===== src/sv/pfcb_pkg.sv =====
// Types and constants shared by the pixel fill/copy/blend datapath.
`timescale 1ns / 1ps

package pfcb_pkg;

    localparam int CHAN_W   = 8;
    localparam int NUM_CHAN = 4;
    localparam int PIX_W    = CHAN_W * NUM_CHAN;
    localparam int ALPHA_CH = 3;
    localparam int PROD_W   = 2 * CHAN_W;

    localparam logic [CHAN_W-1:0] ALPHA_CLEAR  = 8'd0;
    localparam logic [CHAN_W-1:0] ALPHA_OPAQUE = 8'd255;
    localparam logic [CHAN_W-1:0] ROUND_BIAS   = 8'd127;

    // configuration register indexes
    localparam int CFG_IDX_W = 1;
    typedef enum logic [CFG_IDX_W-1:0] {
        REG_OP_MODE    = 1'b0,
        REG_FILL_COLOR = 1'b1
    } cfg_reg_t;

    localparam int MODE_W = 2;
    typedef enum logic [MODE_W-1:0] {
        MODE_FILL  = 2'd0,
        MODE_COPY  = 2'd1,
        MODE_BLEND = 2'd2
    } op_mode_t;

    typedef struct packed {
        op_mode_t          op_mode;
        logic [PIX_W-1:0]  fill_color;
    } cfg_t;

endpackage


===== src/sv/pfcb_if.sv =====
// Valid/ready channel interfaces for pixel pairs and result pixels.
`timescale 1ns / 1ps

interface pfcb_in_if;
    logic                       valid;
    logic                       ready;
    logic [pfcb_pkg::PIX_W-1:0] src_pixel;
    logic [pfcb_pkg::PIX_W-1:0] dst_pixel;

    modport source (output valid, output src_pixel, output dst_pixel, input ready);
    modport sink   (input valid, input src_pixel, input dst_pixel, output ready);
endinterface

interface pfcb_out_if;
    logic                       valid;
    logic                       ready;
    logic [pfcb_pkg::PIX_W-1:0] out_pixel;
    logic                       write_enable;

    modport source (output valid, output out_pixel, output write_enable, input ready);
    modport sink   (input valid, input out_pixel, input write_enable, output ready);
endinterface


===== src/sv/pfcb_cfg.sv =====
// Configuration registers: operation mode and fill color.
`timescale 1ns / 1ps

module pfcb_cfg (
    input  logic                           clk,
    input  logic                           rst_n,
    input  logic                           wr_en,
    input  logic [pfcb_pkg::CFG_IDX_W-1:0] wr_index,
    input  logic [pfcb_pkg::PIX_W-1:0]     wr_data,
    output pfcb_pkg::cfg_t                 cfg
);

    pfcb_pkg::op_mode_t          op_mode_reg;
    logic [pfcb_pkg::PIX_W-1:0]  fill_color_reg;

    always_ff @(posedge clk or negedge rst_n)
    begin
        if (!rst_n)
        begin
            op_mode_reg    <= pfcb_pkg::MODE_BLEND;
            fill_color_reg <= '0;
        end
        else if (wr_en)
        begin
            case (pfcb_pkg::cfg_reg_t'(wr_index))
                pfcb_pkg::REG_OP_MODE:
                    op_mode_reg <= pfcb_pkg::op_mode_t'(wr_data[pfcb_pkg::MODE_W-1:0]);
                pfcb_pkg::REG_FILL_COLOR:
                    fill_color_reg <= wr_data;
                default:
                begin
                end
            endcase
        end
    end

    assign cfg.op_mode    = op_mode_reg;
    assign cfg.fill_color = fill_color_reg;

endmodule


===== src/sv/pfcb_mix.sv =====
// One channel of source-over mixing: (s*a + d*(255-a) + 127) / 255.
`timescale 1ns / 1ps

module pfcb_mix (
    input  logic [pfcb_pkg::CHAN_W-1:0] s,
    input  logic [pfcb_pkg::CHAN_W-1:0] d,
    input  logic [pfcb_pkg::CHAN_W-1:0] a,
    output logic [pfcb_pkg::CHAN_W-1:0] q
);

    localparam int PROD_W = pfcb_pkg::PROD_W;

    logic [pfcb_pkg::CHAN_W-1:0] ia;
    logic [pfcb_pkg::PROD_W-1:0] sum;
    logic [pfcb_pkg::PROD_W:0]   adj;

    assign ia  = pfcb_pkg::ALPHA_OPAQUE - a;
    // max sum is 255*255 + 127, fits in 16 bits
    assign sum = PROD_W'(s) * PROD_W'(a) + PROD_W'(d) * PROD_W'(ia)
               + PROD_W'(pfcb_pkg::ROUND_BIAS);
    // x/255 == (x + 1 + (x >> 8)) >> 8 for x < 65535
    assign adj = {1'b0, sum} + 17'd1 + 17'(sum >> pfcb_pkg::CHAN_W);
    assign q   = adj[pfcb_pkg::PROD_W-1:pfcb_pkg::CHAN_W];

endmodule


===== src/sv/pixel_fill_copy_blend.sv =====
// Pixel fill/copy/source-over blend datapath, BGRA8888.
// Pipeline: two register stages (input reg, result reg); a word moves from the
// input reg into the result reg once the result reg is empty or being drained.
// Throughput: one word per cycle; both stages advance when the downstream
// result register is empty or being drained.
// Reset: clears both stage valid flags, op_mode to blend, fill color to zero.
`timescale 1ns / 1ps

module pixel_fill_copy_blend (
    input  logic                           clk,
    input  logic                           rst_n,
    input  logic                           wr_en,
    input  logic [pfcb_pkg::CFG_IDX_W-1:0] wr_index,
    input  logic [pfcb_pkg::PIX_W-1:0]     wr_data,
    pfcb_in_if.sink                        item,
    pfcb_out_if.source                     result
);

    localparam int CW = pfcb_pkg::CHAN_W;

    pfcb_pkg::cfg_t cfg;

    logic                       in_valid_reg;
    logic [pfcb_pkg::PIX_W-1:0] src_reg;
    logic [pfcb_pkg::PIX_W-1:0] dst_reg;

    logic                       out_valid_reg;
    logic [pfcb_pkg::PIX_W-1:0] out_pixel_reg;
    logic                       we_reg;

    logic [pfcb_pkg::PIX_W-1:0] out_pixel_next;
    logic                       we_next;
    logic [pfcb_pkg::PIX_W-1:0] mixed;
    logic [CW-1:0]              src_alpha;
    logic                       out_open;

    pfcb_cfg u_cfg (
        .clk      (clk),
        .rst_n    (rst_n),
        .wr_en    (wr_en),
        .wr_index (wr_index),
        .wr_data  (wr_data),
        .cfg      (cfg)
    );

    assign out_open   = !out_valid_reg || result.ready;
    assign item.ready = !in_valid_reg || out_open;

    always_ff @(posedge clk or negedge rst_n)
    begin
        if (!rst_n)
        begin
            in_valid_reg <= 1'b0;
        end
        else if (item.ready)
        begin
            in_valid_reg <= item.valid;
        end
    end

    always_ff @(posedge clk)
    begin
        if (item.valid && item.ready)
        begin
            src_reg <= item.src_pixel;
            dst_reg <= item.dst_pixel;
        end
    end

    assign src_alpha = src_reg[pfcb_pkg::ALPHA_CH*CW +: CW];

    // alpha lane uses s = 255: (255a + d*ia + 127)/255 == a + (d*ia + 127)/255
    for (genvar ch = 0; ch < pfcb_pkg::NUM_CHAN; ch++)
    begin : g_lane
        logic [CW-1:0] s_chan;
        assign s_chan = (ch == pfcb_pkg::ALPHA_CH) ? pfcb_pkg::ALPHA_OPAQUE
                                                   : src_reg[ch*CW +: CW];
        pfcb_mix u_mix (
            .s (s_chan),
            .d (dst_reg[ch*CW +: CW]),
            .a (src_alpha),
            .q (mixed[ch*CW +: CW])
        );
    end

    always_comb
    begin
        out_pixel_next = dst_reg;
        we_next        = 1'b0;
        case (cfg.op_mode)
            pfcb_pkg::MODE_FILL:
            begin
                out_pixel_next = cfg.fill_color;
                we_next        = 1'b1;
            end
            pfcb_pkg::MODE_COPY:
            begin
                out_pixel_next = src_reg;
                we_next        = 1'b1;
            end
            pfcb_pkg::MODE_BLEND:
            begin
                if (src_alpha == pfcb_pkg::ALPHA_CLEAR)
                begin
                    out_pixel_next = dst_reg;
                    we_next        = 1'b0;
                end
                else if (src_alpha == pfcb_pkg::ALPHA_OPAQUE)
                begin
                    out_pixel_next = {pfcb_pkg::ALPHA_OPAQUE,
                                      src_reg[pfcb_pkg::ALPHA_CH*CW-1:0]};
                    we_next        = 1'b1;
                end
                else
                begin
                    out_pixel_next = mixed;
                    we_next        = 1'b1;
                end
            end
            default:
            begin
                out_pixel_next = dst_reg;
                we_next        = 1'b0;
            end
        endcase
    end

    always_ff @(posedge clk or negedge rst_n)
    begin
        if (!rst_n)
        begin
            out_valid_reg <= 1'b0;
        end
        else if (out_open)
        begin
            out_valid_reg <= in_valid_reg;
        end
    end

    always_ff @(posedge clk)
    begin
        if (out_open && in_valid_reg)
        begin
            out_pixel_reg <= out_pixel_next;
            we_reg        <= we_next;
        end
    end

    assign result.valid        = out_valid_reg;
    assign result.out_pixel    = out_pixel_reg;
    assign result.write_enable = we_reg;

endmodule


===== src/flat_wrapper.sv =====
// flat-port wrapper written by rule: the top's interface ports become plain ports
module pixel_fill_copy_blend_flat 
  (clk, rst_n, wr_en, wr_index, wr_data, item_valid, item_src_pixel, item_dst_pixel, item_ready, result_valid, result_out_pixel, result_write_enable, result_ready);
  pfcb_in_if item_i ();
  pfcb_out_if result_i ();
  input  logic clk;
  input  logic rst_n;
  input  logic wr_en;
  input  logic [pfcb_pkg::CFG_IDX_W-1:0] wr_index;
  input  logic [pfcb_pkg::PIX_W-1:0] wr_data;
  input wire logic [$bits(item_i.valid)-1:0] item_valid;
  input wire logic [$bits(item_i.src_pixel)-1:0] item_src_pixel;
  input wire logic [$bits(item_i.dst_pixel)-1:0] item_dst_pixel;
  output wire logic [$bits(item_i.ready)-1:0] item_ready;
  output wire logic [$bits(result_i.valid)-1:0] result_valid;
  output wire logic [$bits(result_i.out_pixel)-1:0] result_out_pixel;
  output wire logic [$bits(result_i.write_enable)-1:0] result_write_enable;
  input wire logic [$bits(result_i.ready)-1:0] result_ready;
  assign item_i.valid = item_valid;
  assign item_i.src_pixel = item_src_pixel;
  assign item_i.dst_pixel = item_dst_pixel;
  assign item_ready = item_i.ready;
  assign result_valid = result_i.valid;
  assign result_out_pixel = result_i.out_pixel;
  assign result_write_enable = result_i.write_enable;
  assign result_i.ready = result_ready;
  pixel_fill_copy_blend u_core (.clk(clk), .rst_n(rst_n), .wr_en(wr_en), .wr_index(wr_index), .wr_data(wr_data), .item(item_i), .result(result_i));
endmodule

===== config.mk =====
export PLATFORM = sky130hd
export DESIGN_NAME = pixel_fill_copy_blend_flat
export DESIGN_NICKNAME = d
export VERILOG_FILES = /design/src/sv/pfcb_pkg.sv /design/src/sv/pfcb_if.sv /design/src/sv/pfcb_cfg.sv /design/src/sv/pfcb_mix.sv /design/src/sv/pixel_fill_copy_blend.sv /design/src/flat_wrapper.sv
export SDC_FILE = /design/constraint.sdc
export NUM_CORES = 1
export LEC_CHECK = 0
export ABC_AREA = 0
export BUFFER_PORTS_ARGS = -buffer_cell sky130_fd_sc_hd__buf_4
export CAP_MARGIN = 15
export CORE_MARGIN = 4
export CORE_UTILIZATION = 65
export DETAILED_ROUTE_END_ITERATION = 8
export PLACE_DENSITY = 0.93
export SETUP_SLACK_MARGIN = 0.2
export SYNTH_ARGS = -nofsm -noshare
export SYNTH_HDL_FRONTEND = slang
export SYNTH_SLANG_ARGS = --single-unit

===== constraint.sdc =====
create_clock -name clk -period 9.1 [get_ports clk]
set_input_delay 1.365 -clock clk [delete_from_list [all_inputs] [get_ports clk]]
set_output_delay 1.365 -clock clk [all_outputs]
set_load 0.01 [all_outputs]

==> impl_summary.log <==
INFO  metric run_status = finished, final reports clean
INFO  metric wl_per_cell = 22.7 um
INFO  metric netlist_top_cells_area = sky130_fd_sc_hd__fa_1 33%, sky130_fd_sc_hd__ha_1 12%, sky130_fd_sc_hd__edfxtp_1 12%, sky130_fd_sc_hd__inv_1 7.8%, sky130_fd_sc_hd__nand2_1 4.1%
INFO  metric cp_data_arrival_time = 8.64 ns
INFO  metric die_w = 203 um
INFO  metric whs = 0.513 ns
INFO  metric clock-root-buffer = sky130_fd_sc_hd__clkbuf_16
INFO  metric synth_area_leader_cell = sky130_fd_sc_hd__fa_1
INFO  metric timing.max_cap.violations = 0
INFO  metric h-tree-depth = 4
INFO  metric utilization = 0.712
INFO  metric place.gp.congestion = 0.970
INFO  metric cts.clk_slew.worst_paths = 0.07 ns
INFO  metric cts_made_buffers = 17
INFO  metric final_hold_viol_count = 0
INFO  metric initial_antenna_violation_count = 1
INFO  metric drt.antenna.violating_nets = 0
INFO  metric async_flop_share = 0.271
INFO  metric finish.instance_area = 0.0268 sq mm
INFO  metric report.final.setup_viol = 0
INFO  metric postCtsHoldBufs = 0
INFO  metric total_placed_instance_area = 0.0261 sq mm
INFO  metric io_pins = 137
INFO  metric fp.dieH = 203 um
INFO  metric post-cts-setup-buffers = 0
INFO  metric core_area = 0.0376 sq mm
INFO  metric drt_iter0_markers = 1,732
INFO  metric via_count = 19,436
INFO  metric synthesis.instances = 2,574
INFO  metric grt_first_pass_wirelength = 116 mm
INFO  metric cts.repair.resized = 0
INFO  metric floorplan.die_area = 0.0411 sq mm
INFO  metric grt_start_max_net_pins = 65
INFO  metric slew-limit-headroom = 0.185
INFO  metric detailedRoute.firstPassIterationCount = 7
INFO  metric drive_gt1_frac = 0.109
INFO  metric slew_violations = 0
INFO  metric finalClockSkew = 0.0187 ns
INFO  metric tritoncts_num_sinks = 133
INFO  metric yosys_register_bits = 133
INFO  metric post_synth_num_cell_types = 96
INFO  metric nNetsFinal = 3,397
INFO  metric worstMarginPinSlew = 1.22 ns
INFO  metric synth.yosys.warnings = 0
INFO  metric finalSetupTns = 0 ns
INFO  metric finalWirelength = 71.8 mm
INFO  metric grt_util_all_layers = 0.364
INFO  metric vias_per_cell = 6.13
INFO  metric yosysSeqAreaShare = 0.155
INFO  metric yosys.area.top_type_share = 0.329
INFO  metric end_kind = flop
INFO  metric post_synth_most_frequent_cells = 510 x sky130_fd_sc_hd__inv_1, 405 x sky130_fd_sc_hd__fa_1, 267 x sky130_fd_sc_hd__nand2_1
INFO  metric worst_setup_path_start_kind = flop
INFO  metric row_count = 71
INFO  metric numPortBuffers = 136
INFO  metric final_min_period_over_clock_period = 0.929
INFO  metric number_of_global_route_vias_before_repair = 21,615
INFO  metric path_max_fanout = 23
INFO  metric yosys.cell_count.top_type = sky130_fd_sc_hd__inv_1
INFO  metric critPathRequiredTime = 9.29 ns
INFO  metric fmaxAchievable = 0.118 GHz
INFO  metric initial_utilization = 0.656
INFO  metric route.detailed.drc = 0
INFO  metric postSynthNetCount = 3,324
INFO  metric synth_flop_cell = sky130_fd_sc_hd__edfxtp_1
INFO  metric netlist_area = 0.0247 sq mm
INFO  metric tritoncts = built
INFO  metric clockBufferDepth = 2
INFO  metric clock_network_latency_to_the_later_pin_of_the_worst_skew_pair = 0.50 ns
INFO  metric grt_overflow_total = 0
INFO  metric final_period_minus_worst_setup_slack = 8.45 ns
INFO  metric areaGrowthSynthToFinish = 8.49%
INFO  metric dp_hpwl = 55.2 mm
INFO  metric antenna-diode-count = 0
INFO  metric kind_of_critical_path = reg2reg
INFO  metric rsz0062_at_grt = false
INFO  metric number_of_flops_mapped_to_enable_cells_by_yosys = 97
INFO  metric worstHoldPathType = reg2reg
INFO  metric syn_area_per_cell = 9.58 sq um
==> placed cells by master, fill, tap and decap left out, types with 6 or more instances in the layout <==
cell                        synthesis  layout
sky130_fd_sc_hd__inv_1            510     510
sky130_fd_sc_hd__fa_1             405     405
sky130_fd_sc_hd__nand2_1          267     266
sky130_fd_sc_hd__ha_1             243     243
sky130_fd_sc_hd__buf_4              0     163
sky130_fd_sc_hd__nor2b_1          153     153
sky130_fd_sc_hd__and2_1           107     105
sky130_fd_sc_hd__edfxtp_1          97      97
sky130_fd_sc_hd__nor2_1            79      79
sky130_fd_sc_hd__a21oi_1           54      54
sky130_fd_sc_hd__xnor2_1           50      50
sky130_fd_sc_hd__o21ai_0           40      40
sky130_fd_sc_hd__mux2_2            40      40
sky130_fd_sc_hd__dfrtp_1           35      34
sky130_fd_sc_hd__nand3_1           30      30
sky130_fd_sc_hd__nand2b_1          28      28
sky130_fd_sc_hd__mux2i_1           27      27
sky130_fd_sc_hd__nor3_1            25      25
sky130_fd_sc_hd__xor2_1            21      21
sky130_fd_sc_hd__a21o_1            19      19
sky130_fd_sc_hd__clkbuf_16          0      17
sky130_fd_sc_hd__a211oi_1          15      15
sky130_fd_sc_hd__o22ai_1           13      13
sky130_fd_sc_hd__o21ai_1           12      12
sky130_fd_sc_hd__o21a_1            10      10
sky130_fd_sc_hd__a221oi_1           9       9
sky130_fd_sc_hd__and3_1             8       8
sky130_fd_sc_hd__or3_1              7       7
sky130_fd_sc_hd__a31oi_1            7       7
sky130_fd_sc_hd__o211ai_1           7       7
sky130_fd_sc_hd__o21bai_1           7       7
sky130_fd_sc_hd__nor4_1             6       6
sky130_fd_sc_hd__nand4_1            6       6
==> layer usage <==
metal	GRT usage	vias to the layer above	wire length, um
li1	-	8294	-
met1	0.439	9556	25400
met2	0.581	1231	33300
met3	0.123	355	8420
met4	0.202	0	4680
met5	0	-	0
==> stage by stage <==
stage,worst slack [ns],std cells
floorplan,1.22,2574
finish,0.650,3171
global placement,1.03,3139
detailed placement,0.865,3139
global route,0.329,3171
CTS,0.858,3171
==> layout make-up <==
cell class / instances / area (sq um)
multi-input cells: 1816 / 18500
fillers: 2546 / 10800
flip-flops and latches: 133 / 3820
inverters: 514 / 1930
repair buffers: 165 / 1260
well taps: 511 / 639
clock buffers: 17 / 425
clock inverters: 15 / 188
==> cells by family after synthesis <==
family	after synthesis	synth area share
fa+ha+maj	650	0.453
flops	133	0.155
simple gates	749	0.156
buf+inv	625	0.0957
mux	68	0.0297
compound gates	273	0.0817
xor+xnor	76	0.0297
==> final timing paths <==
| kind | start | endpoint | slack [ns] | cells past startpoint |
|---|---|---|---|---|
| worst max-delay path | u_core.src_reg[28] | u_core.result.out_pixel[26] | 0.65 | 27 |
| worst min-delay path | u_core.u_cfg.fill_color_reg[14] | u_core.u_cfg.fill_color_reg[14] | 0.51 | 1 |
| worst max register to register | u_core.src_reg[28] | u_core.result.out_pixel[26] | 0.65 | 27 |
| worst min register to register | u_core.u_cfg.fill_color_reg[14] | u_core.u_cfg.fill_color_reg[14] | 0.51 | 1 |
| max in group asynchronous | rst_n | u_core.u_cfg.op_mode_reg[0] | 7.70 | 1 |
| min in group asynchronous | rst_n | u_core.u_cfg.fill_color_reg[28] | 0.91 | 1 |
==> worst max-delay path, cell delays in order, from the launching register on <==
cell                       delay (ns)
sky130_fd_sc_hd__edfxtp_1        0.75
sky130_fd_sc_hd__buf_4           0.40
sky130_fd_sc_hd__buf_4           0.38
sky130_fd_sc_hd__fa_1            0.59
sky130_fd_sc_hd__inv_1           0.14
sky130_fd_sc_hd__fa_1            0.44
sky130_fd_sc_hd__fa_1            0.51
sky130_fd_sc_hd__inv_1           0.05
sky130_fd_sc_hd__fa_1            0.54
sky130_fd_sc_hd__fa_1            0.51
sky130_fd_sc_hd__inv_1           0.05
sky130_fd_sc_hd__fa_1            0.48
sky130_fd_sc_hd__inv_1           0.05
sky130_fd_sc_hd__ha_1            0.35
sky130_fd_sc_hd__o21a_1          0.14
sky130_fd_sc_hd__o21ai_1         0.05
sky130_fd_sc_hd__nand2b_1        0.19
sky130_fd_sc_hd__nand2_1         0.11
sky130_fd_sc_hd__xnor2_1         0.49
sky130_fd_sc_hd__ha_1            0.34
sky130_fd_sc_hd__o21a_1          0.16
sky130_fd_sc_hd__o21a_1          0.16
sky130_fd_sc_hd__o221a_2         0.26
sky130_fd_sc_hd__a221oi_2        0.26
sky130_fd_sc_hd__o21ai_1         0.20
sky130_fd_sc_hd__nand2_1         0.14
sky130_fd_sc_hd__xor2_1          0.23
sky130_fd_sc_hd__o21ai_0         0.17
Power is left out: the tool's default activity adds up to more than one toggle a clock period on the data nets, which glitch-free logic cannot reach.
